===== config.mk =====
export PLATFORM = sky130hd
export DESIGN_NAME = angle_unwrap_velocity
export DESIGN_NICKNAME = d
export VERILOG_FILES = /design/src/rtl/core/auv_pkg.sv /design/src/rtl/core/auv_unwrap.sv /design/src/rtl/core/auv_divider.sv /design/src/rtl/core/angle_unwrap_velocity.sv
export VERILOG_INCLUDE_DIRS = /design/src /design/src/rtl/core
export SDC_FILE = /design/constraint.sdc
export NUM_CORES = 1
export LEC_CHECK = 0
export BUFFER_PORTS_ARGS = -buffer_cell sky130_fd_sc_hd__buf_2
export CORE_MARGIN = 4
export CORE_UTILIZATION = 50
export CTS_BUF_LIST = sky130_fd_sc_hd__clkbuf_16
export CTS_CLUSTER_DIAMETER = 40
export DETAILED_ROUTE_END_ITERATION = 12
export MAX_ROUTING_LAYER = met4
export PLACE_DENSITY_LB_ADDON = 0.12
export SYNTH_ARGS = -nofsm -noshare
export SYNTH_HDL_FRONTEND = slang
export SYNTH_SLANG_ARGS = --single-unit

===== constraint.sdc =====
create_clock -name i_clk -period 12.18 [get_ports i_clk]
set_input_delay 0.609 -clock i_clk [delete_from_list [all_inputs] [get_ports i_clk]]
set_output_delay 0.609 -clock i_clk [all_outputs]
set_load 0.01 [all_outputs]

===== src/rtl/core/angle_unwrap_velocity_macros.svh =====
// Assertion macros shared by the angle unwrap and velocity RTL.
`ifndef ANGLE_UNWRAP_VELOCITY_MACROS_SVH
`define ANGLE_UNWRAP_VELOCITY_MACROS_SVH

// Same-cycle implication, sampled on i_clk and ignored while i_rst_n is low.
`define AUV_ASSERT_NOW(lbl, ante, cons) \
    lbl: assert property (@(posedge i_clk) disable iff (!i_rst_n) (ante) |-> (cons)) \
        else $error("auv assertion failed");

// Next-cycle implication, sampled on i_clk and ignored while i_rst_n is low.
`define AUV_ASSERT_NEXT(lbl, ante, cons) \
    lbl: assert property (@(posedge i_clk) disable iff (!i_rst_n) (ante) |=> (cons)) \
        else $error("auv assertion failed");

`endif


===== src/rtl/core/auv_pkg.sv =====
// Shared types and constants of the angle unwrap and velocity block.
package auv_pkg;

    localparam int RAW_BITS_DEF   = 12;
    localparam int TOTAL_BITS_DEF = 32;

    localparam int TIME_W      = 32;
    localparam int CFG_IDX_W   = 1;
    localparam int CFG_DATA_W  = 32;
    localparam int TDATA_IN_W  = 48;
    localparam int TUSER_IN_W  = 3;
    localparam int TDATA_OUT_W = 80;
    localparam int TUSER_OUT_W = 2;

    localparam int US_PER_S_W = 20;
    localparam logic [US_PER_S_W-1:0] US_PER_S = 20'd1000000;

    localparam logic [CFG_DATA_W-1:0] MAX_INTERVAL_RST = 32'd100000;
    localparam logic [CFG_DATA_W-1:0] FALLBACK_RST     = 32'd100;

    typedef enum logic [1:0] {
        REQ_UPDATE     = 2'd0,
        REQ_VELOCITY   = 2'd1,
        REQ_ZERO       = 2'd2,
        REQ_UPDATE_ALT = 2'd3
    } t_req;

    typedef enum logic [1:0] {
        ST_OK      = 2'd0,
        ST_NO_VEL  = 2'd1,
        ST_ZERO_DT = 2'd2,
        ST_SAT     = 2'd3
    } t_status;

    typedef enum logic [CFG_IDX_W-1:0] {
        REG_MAX_INTERVAL = 1'b0,
        REG_FALLBACK     = 1'b1
    } t_cfg_reg;

    typedef enum logic [2:0] {
        S_IDLE,
        S_APPLY,
        S_MULT,
        S_DIVIDE,
        S_RESULT
    } t_state;

    typedef struct packed {
        logic apply;
        logic zero;
    } t_unwrap_cmd;

    typedef struct packed {
        logic busy;
        logic done;
    } t_div_status;

endpackage


===== src/rtl/core/auv_unwrap.sv =====
// Multi-turn angle state: unwrap across the half turn and saturating total.
module auv_unwrap #(
    parameter int RAW_BITS   = auv_pkg::RAW_BITS_DEF,
    parameter int TOTAL_BITS = auv_pkg::TOTAL_BITS_DEF
) (
    input  logic                       i_clk,
    input  logic                       i_rst_n,
    input  auv_pkg::t_unwrap_cmd       i_cmd,
    input  logic [RAW_BITS-1:0]        i_raw,
    input  logic                       i_read_ok,
    output logic [RAW_BITS-1:0]        o_prev_raw,
    output logic [TOTAL_BITS-1:0]      o_total,
    output logic signed [RAW_BITS:0]   o_change
);
    import auv_pkg::*;

    localparam int CHG_W  = RAW_BITS + 1;
    localparam int EXT_W  = (TOTAL_BITS > RAW_BITS) ? TOTAL_BITS + 1 : RAW_BITS + 1;
    localparam int HALF_I = 1 << (RAW_BITS - 1);
    localparam logic signed [RAW_BITS+1:0] HALF = (RAW_BITS + 2)'(HALF_I);
    localparam logic signed [RAW_BITS+1:0] FULL = (RAW_BITS + 2)'(2 * HALF_I);
    localparam logic [TOTAL_BITS-1:0] MX = {1'b0, {(TOTAL_BITS - 1){1'b1}}};
    localparam logic [TOTAL_BITS-1:0] MN = {1'b1, {(TOTAL_BITS - 1){1'b0}}};

    logic [RAW_BITS-1:0]        r_prev_raw, n_prev_raw;
    logic [TOTAL_BITS-1:0]      r_total, n_total;
    logic                       r_known, n_known;

    logic signed [RAW_BITS+1:0] w_dd;
    logic signed [CHG_W-1:0]    w_d;
    logic [TOTAL_BITS:0]        w_sum;
    logic                       w_ovf_hi, w_ovf_lo;
    logic                       w_raw_big;
    logic signed [CHG_W-1:0]    w_change;

    always_comb begin
        // Raw difference, folded into [-half, half] turns.
        w_dd = (RAW_BITS + 2)'($signed({1'b0, i_raw})) - (RAW_BITS + 2)'($signed({1'b0, r_prev_raw}));
        if (w_dd > HALF) begin
            w_dd = w_dd - FULL;
        end else if (w_dd < -HALF) begin
            w_dd = w_dd + FULL;
        end
        w_d = w_dd[CHG_W-1:0];

        w_sum    = {r_total[TOTAL_BITS-1], r_total} + (TOTAL_BITS + 1)'(w_d);
        w_ovf_hi = (w_sum[TOTAL_BITS] != w_sum[TOTAL_BITS-1]) && !w_sum[TOTAL_BITS];
        w_ovf_lo = (w_sum[TOTAL_BITS] != w_sum[TOTAL_BITS-1]) && w_sum[TOTAL_BITS];
        w_raw_big = EXT_W'(i_raw) > EXT_W'(MX);
    end

    always_comb begin
        n_prev_raw = r_prev_raw;
        n_total    = r_total;
        n_known    = r_known;
        w_change   = '0;
        if (i_cmd.zero) begin
            n_total    = '0;
            n_prev_raw = i_read_ok ? i_raw : '0;
        end else if (i_cmd.apply) begin
            n_prev_raw = i_raw;
            if (!r_known) begin
                // The total is zero until the first good sample, so the change is the load value.
                n_known  = 1'b1;
                n_total  = w_raw_big ? MX : TOTAL_BITS'(i_raw);
                w_change = w_raw_big ? CHG_W'(MX) : CHG_W'(i_raw);
            end else if (w_ovf_hi) begin
                n_total  = MX;
                w_change = CHG_W'(MX - r_total);
            end else if (w_ovf_lo) begin
                n_total  = MN;
                w_change = CHG_W'(MN - r_total);
            end else begin
                n_total  = w_sum[TOTAL_BITS-1:0];
                w_change = w_d;
            end
        end
    end

    always_ff @(posedge i_clk) begin
        if (!i_rst_n) begin
            r_prev_raw <= '0;
            r_total    <= '0;
            r_known    <= 1'b0;
        end else begin
            r_prev_raw <= n_prev_raw;
            r_total    <= n_total;
            r_known    <= n_known;
        end
    end

    assign o_prev_raw = r_prev_raw;
    assign o_total    = r_total;
    assign o_change   = w_change;

endmodule


===== src/rtl/core/auv_divider.sv =====
// Bit-serial restoring divider for unsigned magnitudes, one quotient bit per cycle.
`include "angle_unwrap_velocity_macros.svh"

module auv_divider #(
    parameter int DVD_W = 33,
    parameter int DVS_W = 32
) (
    input  logic                 i_clk,
    input  logic                 i_rst_n,
    input  logic                 i_start,
    input  logic [DVD_W-1:0]     i_dividend,
    input  logic [DVS_W-1:0]     i_divisor,
    output logic [DVD_W-1:0]     o_quotient,
    output auv_pkg::t_div_status o_status
);
    import auv_pkg::*;

    localparam int CNT_W = $clog2(DVD_W + 1);

    logic [DVD_W-1:0] r_quo, n_quo;
    logic [DVS_W-1:0] r_rem, n_rem;
    logic [CNT_W-1:0] r_cnt;
    logic             r_busy;
    logic             r_done;

    logic [DVS_W:0]   w_shift;
    logic [DVS_W:0]   w_diff;
    logic             w_fits;

    always_comb begin
        w_shift = {r_rem, r_quo[DVD_W-1]};
        w_diff  = w_shift - {1'b0, i_divisor};
        w_fits  = !w_diff[DVS_W];
        n_rem   = w_fits ? w_diff[DVS_W-1:0] : w_shift[DVS_W-1:0];
        n_quo   = {r_quo[DVD_W-2:0], w_fits};
    end

    always_ff @(posedge i_clk) begin
        if (!i_rst_n) begin
            r_busy <= 1'b0;
            r_done <= 1'b0;
            r_cnt  <= '0;
        end else begin
            r_done <= 1'b0;
            if (i_start) begin
                r_busy <= 1'b1;
                r_cnt  <= CNT_W'(DVD_W);
            end else if (r_busy) begin
                r_cnt <= r_cnt - 1'b1;
                if (r_cnt == CNT_W'(1)) begin
                    r_busy <= 1'b0;
                    r_done <= 1'b1;
                end
            end
        end
    end

    always_ff @(posedge i_clk) begin
        if (i_start) begin
            r_quo <= i_dividend;
            r_rem <= '0;
        end else if (r_busy) begin
            r_quo <= n_quo;
            r_rem <= n_rem;
        end
    end

    assign o_quotient    = r_quo;
    assign o_status.busy = r_busy;
    assign o_status.done = r_done;

    `AUV_ASSERT_NOW(a_no_start_while_busy, i_start, !r_busy)
    `AUV_ASSERT_NEXT(a_start_runs, i_start, r_busy && !r_done)
    `AUV_ASSERT_NOW(a_rem_below_divisor, r_busy, r_rem < i_divisor)

endmodule


===== src/rtl/core/angle_unwrap_velocity.sv =====
// Top level: multi-turn angle unwrap with velocity in counts per second.
// One item is in work at a time: a new sample is taken only after the last result is loaded
// into the output register. Update and zero requests pass through APPLY and RESULT; a velocity
// request adds MULT and, for a nonzero interval, DIVIDE, where the divider yields one quotient
// bit a cycle. Reset (i_rst_n low, synchronous) clears the angle state and the time stamp and
// reloads both register defaults.
`include "angle_unwrap_velocity_macros.svh"

module angle_unwrap_velocity #(
    parameter int RAW_BITS   = auv_pkg::RAW_BITS_DEF,
    parameter int TOTAL_BITS = auv_pkg::TOTAL_BITS_DEF
) (
    input  logic                            i_clk,
    input  logic                            i_rst_n,
    // Sample stream.
    input  logic                            s_axis_tvalid,
    output logic                            s_axis_tready,
    // raw_high_byte[7:0], raw_low_byte[15:8], timestamp_us[47:16]
    input  logic [auv_pkg::TDATA_IN_W-1:0]  s_axis_tdata,
    // req_type[1:0], read_ok[2]
    input  logic [auv_pkg::TUSER_IN_W-1:0]  s_axis_tuser,
    // Result stream.
    output logic                            m_axis_tvalid,
    input  logic                            m_axis_tready,
    // total_angle[31:0], last_raw[43:32], velocity[75:44], zero fill[79:76]
    output logic [auv_pkg::TDATA_OUT_W-1:0] m_axis_tdata,
    // status[1:0]
    output logic [auv_pkg::TUSER_OUT_W-1:0] m_axis_tuser,
    // Configuration writes: index 0 max_interval_us, index 1 fallback_interval_us.
    input  logic                            i_cfg_valid,
    output logic                            o_cfg_ready,
    input  logic [auv_pkg::CFG_IDX_W-1:0]   i_cfg_index,
    input  logic [auv_pkg::CFG_DATA_W-1:0]  i_cfg_data
);
    import auv_pkg::*;

    // The change per sample is at most one turn, so the scaled dividend stays narrow.
    localparam int CHG_W  = RAW_BITS + 1;
    localparam int DVD_W  = CHG_W + US_PER_S_W;
    localparam int QX_W   = (DVD_W > 33) ? DVD_W : 33;
    localparam int TX_W   = (TOTAL_BITS > 32) ? TOTAL_BITS : 32;
    localparam int RX_W   = (RAW_BITS > 12) ? RAW_BITS : 12;
    localparam logic [QX_W-1:0] POS_LIMIT = QX_W'(33'h0_7FFF_FFFF);
    localparam logic [QX_W-1:0] NEG_LIMIT = QX_W'(33'h0_8000_0000);

    // Sequencer state and control registers.
    t_state                r_state, n_state;
    logic                  r_out_valid;
    logic [TIME_W-1:0]     r_prev_time;
    logic [CFG_DATA_W-1:0] r_max_interval;
    logic [CFG_DATA_W-1:0] r_fallback;

    // Item being worked on.
    t_req                  r_req;
    logic [RAW_BITS-1:0]   r_raw;
    logic                  r_ok;
    logic [TIME_W-1:0]     r_ts;
    logic [TIME_W-1:0]     r_dt;
    logic signed [CHG_W-1:0] r_change;
    logic                  r_neg;
    logic                  r_use_div;
    t_status               r_status;
    logic [TDATA_OUT_W-1:0] r_out_data;
    logic [TUSER_OUT_W-1:0] r_out_user;

    // Sequencer outputs.
    logic                  w_in_ready;
    t_unwrap_cmd           w_cmd;
    logic                  w_div_start;
    logic                  w_out_load;

    // Datapath wires.
    logic                  w_accept;
    logic [15:0]           w_raw_word;
    logic [TIME_W-1:0]     w_dt_raw;
    logic [TIME_W-1:0]     n_dt;
    logic [CHG_W-1:0]      w_mag;
    logic [DVD_W-1:0]      w_product;
    logic [DVD_W-1:0]      w_quotient;
    t_div_status           w_div_status;
    logic [QX_W-1:0]       w_q_ext;
    logic [31:0]           w_velocity;
    t_status               w_status;
    logic [RAW_BITS-1:0]   w_prev_raw;
    logic [TOTAL_BITS-1:0] w_total;
    logic signed [CHG_W-1:0] w_change;
    logic signed [TX_W-1:0]  w_total_x;
    logic [RX_W-1:0]       w_prev_raw_x;

    assign w_accept   = s_axis_tvalid && s_axis_tready;
    assign w_raw_word = {s_axis_tdata[7:0], s_axis_tdata[15:8]};

    // The registers take writes at any time; software must write them only while idle (not enforced here).
    assign o_cfg_ready = 1'b1;

    always_ff @(posedge i_clk) begin
        if (!i_rst_n) begin
            r_max_interval <= MAX_INTERVAL_RST;
            r_fallback     <= FALLBACK_RST;
        end else if (i_cfg_valid) begin
            unique case (t_cfg_reg'(i_cfg_index))
                REG_MAX_INTERVAL: r_max_interval <= i_cfg_data;
                REG_FALLBACK:     r_fallback     <= i_cfg_data;
            endcase
        end
    end

    // Next-state logic of the sequencer.
    always_comb begin
        n_state = r_state;
        unique case (r_state)
            S_IDLE: begin
                if (s_axis_tvalid) begin
                    n_state = S_APPLY;
                end
            end
            S_APPLY: begin
                n_state = (r_req == REQ_VELOCITY) ? S_MULT : S_RESULT;
            end
            S_MULT: begin
                n_state = (r_dt == '0) ? S_RESULT : S_DIVIDE;
            end
            S_DIVIDE: begin
                if (w_div_status.done) begin
                    n_state = S_RESULT;
                end
            end
            S_RESULT: begin
                if (!r_out_valid || m_axis_tready) begin
                    n_state = S_IDLE;
                end
            end
        endcase
    end

    // Output logic of the sequencer.
    always_comb begin
        w_in_ready  = 1'b0;
        w_cmd       = '0;
        w_div_start = 1'b0;
        w_out_load  = 1'b0;
        unique case (r_state)
            S_IDLE: begin
                w_in_ready = 1'b1;
            end
            S_APPLY: begin
                w_cmd.zero  = (r_req == REQ_ZERO);
                w_cmd.apply = r_ok && (r_req != REQ_ZERO);
            end
            S_MULT: begin
                w_div_start = (r_dt != '0);
            end
            S_DIVIDE: begin
                w_in_ready = 1'b0;
            end
            S_RESULT: begin
                w_out_load = !r_out_valid || m_axis_tready;
            end
        endcase
    end

    assign s_axis_tready = w_in_ready;

    always_ff @(posedge i_clk) begin
        if (!i_rst_n) begin
            r_state <= S_IDLE;
        end else begin
            r_state <= n_state;
        end
    end

    // Angle state: unwrap and saturate in the apply cycle.
    auv_unwrap #(
        .RAW_BITS   (RAW_BITS),
        .TOTAL_BITS (TOTAL_BITS)
    ) u_unwrap (
        .i_clk      (i_clk),
        .i_rst_n    (i_rst_n),
        .i_cmd      (w_cmd),
        .i_raw      (r_raw),
        .i_read_ok  (r_ok),
        .o_prev_raw (w_prev_raw),
        .o_total    (w_total),
        .o_change   (w_change)
    );

    // Interval since the previous velocity request, modulo the timer width; above max_interval the fallback is used.
    always_comb begin
        w_dt_raw = r_ts - r_prev_time;
        n_dt     = (w_dt_raw > r_max_interval) ? r_fallback : w_dt_raw;
    end

    always_ff @(posedge i_clk) begin
        if (!i_rst_n) begin
            r_prev_time <= '0;
        end else if (r_state == S_APPLY && r_req == REQ_VELOCITY) begin
            r_prev_time <= r_ts;
        end
    end

    // Magnitude of the change times one million, loaded straight into the divider.
    assign w_mag     = r_change[CHG_W-1] ? CHG_W'(-r_change) : CHG_W'(r_change);
    assign w_product = DVD_W'(w_mag) * DVD_W'(US_PER_S);

    auv_divider #(
        .DVD_W (DVD_W),
        .DVS_W (TIME_W)
    ) u_divider (
        .i_clk      (i_clk),
        .i_rst_n    (i_rst_n),
        .i_start    (w_div_start),
        .i_dividend (w_product),
        .i_divisor  (r_dt),
        .o_quotient (w_quotient),
        .o_status   (w_div_status)
    );

    // Signed result from the magnitude quotient, truncated toward zero, then clamped.
    always_comb begin
        w_q_ext    = QX_W'(w_quotient);
        w_velocity = '0;
        w_status   = r_status;
        if (r_use_div) begin
            w_status = ST_OK;
            if (r_neg) begin
                if (w_q_ext > NEG_LIMIT) begin
                    w_velocity = 32'h8000_0000;
                    w_status   = ST_SAT;
                end else begin
                    w_velocity = 32'd0 - w_q_ext[31:0];
                end
            end else begin
                if (w_q_ext > POS_LIMIT) begin
                    w_velocity = 32'h7FFF_FFFF;
                    w_status   = ST_SAT;
                end else begin
                    w_velocity = w_q_ext[31:0];
                end
            end
        end
    end

    assign w_total_x    = TX_W'($signed(w_total));
    assign w_prev_raw_x = RX_W'(w_prev_raw);

    // Payload registers along the sequence; the sequencer decides when each is meaningful.
    always_ff @(posedge i_clk) begin
        if (w_accept) begin
            r_req <= t_req'(s_axis_tuser[1:0]);
            r_ok  <= s_axis_tuser[2];
            r_raw <= w_raw_word[RAW_BITS-1:0];
            r_ts  <= s_axis_tdata[47:16];
        end
        if (r_state == S_APPLY) begin
            r_dt      <= n_dt;
            r_change  <= w_cmd.apply ? w_change : '0;
            r_use_div <= 1'b0;
            r_status  <= ST_NO_VEL;
        end
        if (r_state == S_MULT) begin
            r_neg     <= r_change[CHG_W-1];
            r_use_div <= (r_dt != '0);
            r_status  <= (r_dt == '0) ? ST_ZERO_DT : ST_OK;
        end
        if (w_out_load) begin
            r_out_data <= {4'b0000, w_velocity, w_prev_raw_x[11:0], w_total_x[31:0]};
            r_out_user <= w_status;
        end
    end

    // Output register: holds one finished transaction until the consumer takes it.
    always_ff @(posedge i_clk) begin
        if (!i_rst_n) begin
            r_out_valid <= 1'b0;
        end else if (w_out_load) begin
            r_out_valid <= 1'b1;
        end else if (m_axis_tready) begin
            r_out_valid <= 1'b0;
        end
    end

    assign m_axis_tvalid = r_out_valid;
    assign m_axis_tdata  = r_out_data;
    assign m_axis_tuser  = r_out_user;

    `AUV_ASSERT_NOW(a_divide_only_velocity, r_state == S_DIVIDE, r_req == REQ_VELOCITY)
    `AUV_ASSERT_NOW(a_divide_nonzero_dt, r_state == S_DIVIDE, r_dt != '0)
    `AUV_ASSERT_NEXT(a_busy_after_accept, s_axis_tvalid && s_axis_tready, !s_axis_tready)

endmodule


==> summary.md, run 1 <==
| Metric | Value |
|---|---|
| Number of enable flip-flop cells after synthesis | `201` |
| Detailed-route via count | `20924` |
| Die Area | `approximately 0.056 mm2` |
| Critical path startpoint category | `register` |
| Top cell type's share of synthesized area | `a little under a quarter` |
| Gate Count Post-Synth | `2860` |
| Transition at the pin with the smallest max-transition slack | `~1300 ps` |
| #FFs+latches synth | `392` |
| Sequential area share after synthesis | `between 30% and 40%` |
| Die width | `236.1 um` |
| Worst slew slack as a fraction of its limit | `15.76%` |
| Fraction of layout cells with a size suffix above 1 | `12.46%` |
| # hold bufs at CTS | `0` |
| Per-cell routed wire length | `17.21 um` |
| Period utilisation layout | `67.58%` |
| Number of sinks handled by clock tree synthesis | `392` |
| Worst setup EP type | `register` |
| Core footprint | `0.05141 mm2` |
| Mux cell area share after synthesis | `3.078%` |
| Relative area change from synthesis to final layout | `14.30%` |
| Mean post-synth cell area | `9.096 um2` |
| Setup CP Type | `register to register` |
| Leading cell types by count after synthesis | `329 x nand2_1, 248 x inv_1, 236 x ha_1` |
| Post-Syn Area | `0.02601 mm2` |
| Library cell with the largest summed area after synthesis | `edfxtp_1` |
| Detail Route Antenna Nets | `0` |
| Critical path peak fanout | `22` |
| Pin count of the biggest net entering global routing | `109` |
| Worst hold margin | `approximately 170 ps` |
| Post-CTS setup buffers | `0` |
| Worst path required time | `12710 ps` |
| Number of buffers on the longest clock path | `3` |
| Maximum frequency from static timing analysis | `121.5 MHz` |
| Congestion Overflow GR | `0` |
| Detailed Route Iter0 Violations | `1430` |
| Type of the tightest min-delay check | `primary input to register` |
| Power per cell area | `262.8 mW/mm2` |
| Post-synthesis share of cell area spent on full adders, half adders and majority gates | `14.81%` |
| Setup-violating endpoint count in the final report | `0` |
| Leakage Power | `around 12 nW` |
| Peak VDD IR | `0.2477 mV` |
| Complex-gate fraction of the synthesized area | `19.66%` |
| Register clock-pin slew on the reported worst setup and hold paths | `60 ps` |
| Row Count | `83` |
| Max-slew violation count | `0` |
| Routability cong. | `0.9141` |
| # DRC | `0` |
| Synth warn | `0` |
| Sum of negative setup slack | `0 ps` |
| Starting density of the core | `between 50% and 60%` |
| Fill cell total of the finished layout | `4540` |
| Largest family of logic cells by synthesized area | `compound AO/OA/AOI/OAI gates` |
| Insertion delay of the later-clocked pin in the worst-skew pair | `610 ps` |
| Clock tree from TritonCTS | `done` |
| Final hold violation count | `0` |
| Setup repair after global routing missed its margin | `no` |
| Time the final worst path needs with I/O delays and setup | `8232 ps` |
| CTS H-tree lvls | `3` |
| Synth Area in Simple Gates | `about 14%` |
| Post-layout utilization of the core | `57.84%` |
| Global-route usage over all layers | `between 20% and 30%` |
| Top post-synthesis cells by area | `edfxtp_1 23%, dfxtp_1 15%, ha_1 11%` |
| Vias in the first global route | `20285` |
| Root Driver | `clkbuf_16` |
| Antenna diode instance count | `0` |
| Predominant post-synthesis flop cell | `edfxtp_1` |
| MaxCap Viol Count | `0` |
| Count of instances resized after the clock tree is built | `0` |
| Fraction of synthesis flops using an asynchronous set or reset pin | `0%` |
| Cell with the most instances after synthesis | `nand2_1` |
| Critical path data arrival time | `8770 ps` |
| Count of TritonRoute iterations in the first routing pass | `5` |
| Vias per Instance | `5.610` |
| Number of antenna violations at the first check in global routing | `0` |
| Worst clock skew on the final layout | `32.91 ps` |
| Number of buffers added on ports | `164` |
| Number of nets in the final layout | `3362` |
| Num ports | `174` |
| First-pass GRT wire length | `104000 um` |
| Sum of routed wire length over all layers | `approximately 64000 um` |
| Number of buffers created by CTS | `70` |
| Unique cell type count in the Yosys netlist | `82` |
| Outcome | `complete, no violations` |
| Post-synthesis share of cell area spent on xor and xnor gates | `4.276%` |
| DPL Wire Length | `46630 um` |
| Chip Height | `236.1 um` |
layout make-up:
type,instances,area (um2),area share [%]
Clock inverter,60,604.3,2.032
Sequential cell,392,9861,33.16
Timing Repair Buffer,190,1016,3.417
Clock buffer,70,1752,5.891
Multi-Input combinational cell,2088,14710,49.48
Tap cell,680,850.8,2.861
Inverter,250,938.4,3.156
per-stage QoR:
stage                     power (mW)  std cells  instance area [um2]  setup slack, ps
after floorplan                4.998       2863                26030             5267
after global placement         5.802       3600                27380             4097
after detailed placement       5.879       3600                27380             3975
after CTS                      7.861       3730                29730             3906
after global routing           8.514       3730                29730             3250
final                          7.815       3730                29730             3948
state kept, by name, summed over array words and instances, names as in the netlist, 2 cells and up:
signal	cells
m_axis_tdata	76
m_axis_tuser	2
r_change	13
r_dt	32
r_fallback	32
r_max_interval	32
r_prev_time	32
r_raw	12
r_req	2
r_state	3
r_status	2
r_ts	32
u_divider.o_quotient	33
u_divider.r_cnt	6
u_divider.r_rem	32
u_unwrap.o_prev_raw	12
u_unwrap.o_total	32
placed cells by master, fill, tap and decap left out, types with 26 or more instances in the layout:
master,netlist,layout
nand2_1,329,329
inv_1,248,256
ha_1,236,236
a21oi_1,225,224
edfxtp_1,201,201
dfxtp_1,191,190
buf_2,7,164
nor2_1,165,162
o21ai_0,147,146
a21boi_0,99,99
a21o_1,74,74
clkbuf_16,0,70
nand3_1,68,68
xnor2_1,67,67
xor2_1,60,60
fa_1,45,45
mux2i_1,44,44
nor3_1,42,42
o21a_1,39,39
o211ai_1,35,35
a211oi_1,32,32
mux2_2,32,32
nand4_1,30,30
or3_1,26,26
buf_4,7,26
critical path, cell delays in order, from the launching register on:
cell and delay (ps):
edfxtp_1 420, inv_1 100, ha_1 160, inv_1 50
fa_1 430, a211oi_1 290, o21bai_1 140, a2111o_1 480
a31o_2 250, a21oi_1 180, xnor2_1 240, o31a_1 830
ha_1 470, a21oi_1 240, o21ai_0 140, a221oi_1 300
o31a_1 280, o31ai_1 130, o41a_1 370, a21oi_1 150
o21ai_0 160, xor2_1 190, ha_1 480, inv_1 350
a21oi_2 870, o21ai_0 250, a21oi_1 190
power by group:
| group | switching (mW) | leakage (nW) | internal (mW) |
|---|---|---|---|
| sequential | 0.134 | 3.49 | 1.58 |
| clock | 0.741 | 1.18 | 1.17 |
| combinational | 2.40 | 7.75 | 1.79 |
cell families after synthesis:
family          after synthesis
other cells                   2
simple gates                806
buf+inv                     383
mux                          76
compound gates              793
fa+ha+maj                   281
flops                       392
xor+xnor                    127
metal layers:
layer / wire [um] / vias up / share of wire, % / GRT usage (%)
met5: 0 / - / 0 / -
met4: 1601 / 0 / 2.5 / 7.457
met3: 3588 / 104 / 5.6 / 3.297
met2: 27960 / 566 / 44 / 34.47
met1: 31060 / 9793 / 48 / 32.53
li1: - / 10461 / - / -
worst paths after layout:
kind | startpoint | to | slack, ps | cells past startpoint
setup reg to reg | r_raw[0]$_DFFE_PP_ | u_unwrap.o_total[16]$_SDFFE_PP0P_ | 3950 | 26
hold reg to reg | r_fallback[5]$_SDFFE_PN1P_ | r_fallback[5]$_SDFFE_PN1P_ | 460 | 2
setup / recovery | r_raw[0]$_DFFE_PP_ | u_unwrap.o_total[16]$_SDFFE_PP0P_ | 3950 | 26
hold / removal | s_axis_tdata[1] | r_raw[9]$_DFFE_PP_ | 170 | 1
Power figures use the tool's default switching activity.
==> run 2: changes to the inputs <==
--- a/config.mk
+++ b/config.mk
@@ -6,6 +6,7 @@
 export SDC_FILE = /design/constraint.sdc
 export NUM_CORES = 1
 export LEC_CHECK = 0
+export ABC_AREA = 1
 export BUFFER_PORTS_ARGS = -buffer_cell sky130_fd_sc_hd__buf_2
 export CORE_MARGIN = 4
 export CORE_UTILIZATION = 50
==> constraint.sdc (replaced) <==
create_clock -name i_clk -period 7.1 [get_ports i_clk]
set_input_delay 0.355 -clock i_clk [delete_from_list [all_inputs] [get_ports i_clk]]
set_output_delay 0.355 -clock i_clk [all_outputs]
set_load 0.01 [all_outputs]
==> summary.md, run 2 <==
| Metric | Value |
|---|---|
| Unique cell type count in the Yosys netlist | `56 (was 82)` |
| Maximum frequency from static timing analysis | `156.9 MHz (was 121.5 MHz)` |
| Routability cong. | `0.9984 (was 0.9141)` |
| Congestion Overflow GR | `0 (unchanged)` |
| Post-synthesis share of cell area spent on xor and xnor gates | `3.923% (was 4.276%)` |
| Post-Syn Area | `0.02657 mm2 (was 0.02601 mm2)` |
| Commonest non-fill, non-tap cell in the layout | `nand2_1 (unchanged)` |
| Root Driver | `clkbuf_16 (unchanged)` |
| Setup repair after global routing missed its margin | `no (unchanged)` |
| #FFs+latches synth | `392 (unchanged)` |
| Worst clock skew on the final layout | `18.30 ps (was 32.91 ps)` |
| Critical path's most frequent cell | `nand2_1 (was a21oi_1)` |
| Relative area change from synthesis to final layout | `16.03% (was 14.30%)` |
| Top cell type's share of synthesized area | `22.72% (was 23.20%)` |
| Count of TritonRoute iterations in the first routing pass | `6 (was 5)` |
| Slowest stage cell, crit path | `fa_1 (was a21oi_2)` |
| Number of buffers created by CTS | `66 (was 70)` |
| Outcome | `complete, no violations (unchanged)` |
| Transition at the pin with the smallest max-transition slack | `1198 ps (was 1264 ps)` |
| Max FFs per register | `76 (unchanged)` |
| Mean post-synth cell area | `7.764 um2 (was 9.096 um2)` |
| Number of nets in the final layout | `4004 (was 3362)` |
| Gate Count Post-Synth | `3422 (was 2860)` |
| Top post-synthesis cells by area | `edfxtp_1 23%, dfxtp_1 14%, ha_1 11% (was edfxtp_1 23%, dfxtp_1 15%, ha_1 11%)` |
| Power per cell area | `565.0 mW/mm2 (was 262.8 mW/mm2)` |
| Die width | `238.5 um (was 236.1 um)` |
| Number of enable flip-flop cells after synthesis | `201 (unchanged)` |
| Hold-critical path endpoint | `r_max_interval[16]$_SDFFE_PN1P_ (was r_raw[9]$_DFFE_PP_)` |
| Depth of the most critical reg-to-reg path | `30 (was 26)` |
| Flop-to-flop setup slack | `730 ps (was 3950 ps)` |
| Number of sinks handled by clock tree synthesis | `392 (unchanged)` |
| Peak VDD IR | `0.8162 mV (was 0.2477 mV)` |
| Library cell with the largest summed area after synthesis | `edfxtp_1 (unchanged)` |
| Detailed Route Iter0 Violations | `1777 (was 1430)` |
| Type of the tightest min-delay check | `primary input to register (unchanged)` |
| Vias in the first global route | `22791 (was 20285)` |
| Starting density of the core | `50.56% (was 50.60%)` |
| Die Area | `0.05689 mm2 (was 0.05574 mm2)` |
| Chip Height | `238.5 um (was 236.1 um)` |
| Pin count of the biggest net entering global routing | `102 (was 109)` |
| Number of buffers added on ports | `164 (unchanged)` |
| Cell with the most instances after synthesis | `nand2_1 (unchanged)` |
| Pre-CTS setup slack | `830.2 ps (was 3975 ps)` |
| Post-synthesis share of cell area spent on full adders, half adders and majority gates | `14.50% (was 14.81%)` |
| Sum of negative setup slack | `0 ps (unchanged)` |
| Worst slew slack as a fraction of its limit | `19.87% (was 15.76%)` |
| Post-layout utilization of the core | `58.66% (was 57.84%)` |
| Sum of routed wire length over all layers | `72050 um (was 64210 um)` |
| Setup-violating endpoint count in the final report | `0 (unchanged)` |
| Core footprint | `0.05255 mm2 (was 0.05141 mm2)` |
| Power Total | `17.42 mW (was 7.815 mW)` |
| Max-slew violation count | `0 (unchanged)` |
| Worst reg2reg startpoint | `r_change[0]$_SDFFCE_PN0N_ (was r_raw[0]$_DFFE_PP_)` |
| Detailed-route via count | `23723 (was 20924)` |
| # DRC | `0 (unchanged)` |
| Final hold violation count | `0 (unchanged)` |
| Vias per Instance | `5.420 (was 5.610)` |
| Per-cell routed wire length | `16.46 um (was 17.21 um)` |
| Synth Area in Simple Gates | `20.89% (was 14.50%)` |
| Critical path startpoint category | `register (unchanged)` |
| MaxCap Viol Count | `0 (unchanged)` |
| Fill cell total of the finished layout | `4894 (was 4540)` |
| Time the final worst path needs with I/O delays and setup | `6374 ps (was 8232 ps)` |
| Global-route usage over all layers | `25.73% (was 23.07%)` |
| Critical path peak fanout | `6 (was 22)` |
| Predominant post-synthesis flop cell | `edfxtp_1 (unchanged)` |
| Period utilisation layout | `89.78% (was 67.58%)` |
| Number of antenna violations at the first check in global routing | `1 (was 0)` |
| FF-to-FF End | `u_divider.o_quotient[28]$_DFFE_PP_ (was u_unwrap.o_total[16]$_SDFFE_PP0P_)` |
| Cell area after layout | `0.03083 mm2 (was 0.02973 mm2)` |
| Register clock-pin slew on the reported worst setup and hold paths | `50 ps (was 60 ps)` |
| Clock tree from TritonCTS | `done (unchanged)` |
| Setup CP Type | `register to register (unchanged)` |
| Number of buffers on the longest clock path | `3 (unchanged)` |
| Mux cell area share after synthesis | `0% (was 3.078%)` |
| Leakage Power | `13.76 nW (was 12.43 nW)` |
| Worst Hold Path Cells | `3 (was 1)` |
| Leading cell types in the layout, fill and taps excluded | `730 x nand2_1, 459 x inv_1, 303 x a21oi_1 (was 329 x nand2_1, 256 x inv_1, 236 x ha_1)` |
| Worst setup EP type | `register (unchanged)` |
| Count of instances resized after the clock tree is built | `0 (unchanged)` |
| Leading cell types by count after synthesis | `730 x nand2_1, 460 x inv_1, 303 x a21oi_1, 303 x nor2_1, 263 x o21ai_0 (was 329 x nand2_1, 248 x inv_1, 236 x ha_1)` |
| Worst path required time | `7410 ps (was 12710 ps)` |
| Largest family of logic cells by synthesized area | `simple AND/OR/NAND/NOR gates (was compound AO/OA/AOI/OAI gates)` |
| Row Count | `84 (was 83)` |
| Delay of the slowest critical-path stage | `620 ps (was 870 ps)` |
| Insertion delay of the later-clocked pin in the worst-skew pair | `590 ps (was 610 ps)` |
| Critical path data arrival time | `6690 ps (was 8770 ps)` |
| Dpl cell area | `0.02801 mm2 (was 0.02738 mm2)` |
| Sequential area share after synthesis | `37.11% (was 37.90%)` |
| First-pass GRT wire length | `116400 um (was 104000 um)` |
| Setup slack after layout | `725.5 ps (was 3948 ps)` |
| Num ports | `174 (unchanged)` |
| Complex-gate fraction of the synthesized area | `15.16% (was 19.66%)` |
| Detail Route Antenna Nets | `0 (unchanged)` |
| Fraction of synthesis flops using an asynchronous set or reset pin | `0% (unchanged)` |
| Startpoint of the tightest hold check path | `i_cfg_data[16] (was s_axis_tdata[1])` |
| Synth warn | `0 (unchanged)` |
| CTS H-tree lvls | `3 (unchanged)` |
| Fraction of layout cells with a size suffix above 1 | `10.06% (was 12.46%)` |
| DPL Wire Length | `54710 um (was 46630 um)` |
==> run 2: cell count changes in the layout (fill, tap and decap cells not counted), sizes merged, moves of 90 or more <==
cell,change
nand2,+404
inv,+216
nor2,+150
o21ai,+150
a21boi,-98
a21oi,+90
==> run 2: layout make-up <==
cell class	count	area, um2	area share (%)
clock inverter	54	615.6	1.997
antenna	1	2.502	0.008118
timing repair buffer	239	1509	4.895
sequential	392	9859	31.98
multi-input combinational	2463	14510	47.06
tap	688	860.8	2.792
clock buffer	68	1702	5.520
inverter	472	1772	5.747
==> run 2: cells by family after synthesis <==
group,count (synthesis)
AND/OR/NAND/NOR,1320
AO/OA/AOI/OAI,738
buffers and inverters,570
flip-flops,392
adder cells (fa/ha/maj),281
XOR/XNOR,119
other,2
==> run 2: timing repair <==
| item | 4_1_cts | 5_1_grt |
|---|---|---|
| endpoints found under the setup margin | 0 | 0 |
| endpoints found under the hold margin | 50 | 0 |
| hold buffers | 50 | 0 |
| setup buffers | 0 | 0 |
==> run 2: critical path: cells and delay by family (launching register included) <==
| family | cells | cell delay, ps |
|---|---|---|
| adders and majority gates | 7 | 2950 |
| and+or+nand+nor | 14 | 1200 |
| buffers and inverters | 6 | 920 |
| AOI/OAI and AO/OA | 3 | 540 |
| DFF | 1 | 490 |
==> run 2: how the worst max path moves through the flow <==
stage | start | endpoint | slack (ps) | cells after the start
after CTS | r_change[0]$_SDFFCE_PN0N_ | u_divider.o_quotient[28]$_DFFE_PP_ | 790 | 30
after global placement | r_change[0]$_SDFFCE_PN0N_ | u_divider.o_quotient[30]$_DFFE_PP_ | 920 | 25
after detailed placement | r_change[0]$_SDFFCE_PN0N_ | u_divider.o_quotient[28]$_DFFE_PP_ | 830 | 30
final | r_change[0]$_SDFFCE_PN0N_ | u_divider.o_quotient[28]$_DFFE_PP_ | 730 | 30
after global routing | r_raw[0]$_DFFE_PP_ | r_change[8]$_SDFFCE_PN0N_ | 270 | 31
after floorplan | r_change[0]$_SDFFCE_PN0N_ | u_divider.o_quotient[32]$_DFFE_PP_ | 1190 | 23
==> run 2: layer usage <==
layer	share of wire [%]	vias up	GRT usage, %
li1	-	11858	-
met1	46	10980	34.73
met2	46	747	40.91
met3	5.6	138	3.449
met4	2.7	0	7.476
met5	0	-	-
==> run 2: through the flow <==
stage / instances / hold slack [ps]
3_3_place_gp: 4204 / 423.9
4_1_cts: 4376 / 4.124
3_5_place_dp: 4204 / 416.1
2_1_floorplan: 3425 / 408.2
6_report: 4377 / 36.98
5_1_grt: 4377 / 20.07
==> run 2: power breakdown <==
group	internal (mW)	switching, mW
clock network	2.06	1.23
registers	2.79	0.222
logic	3.90	7.21
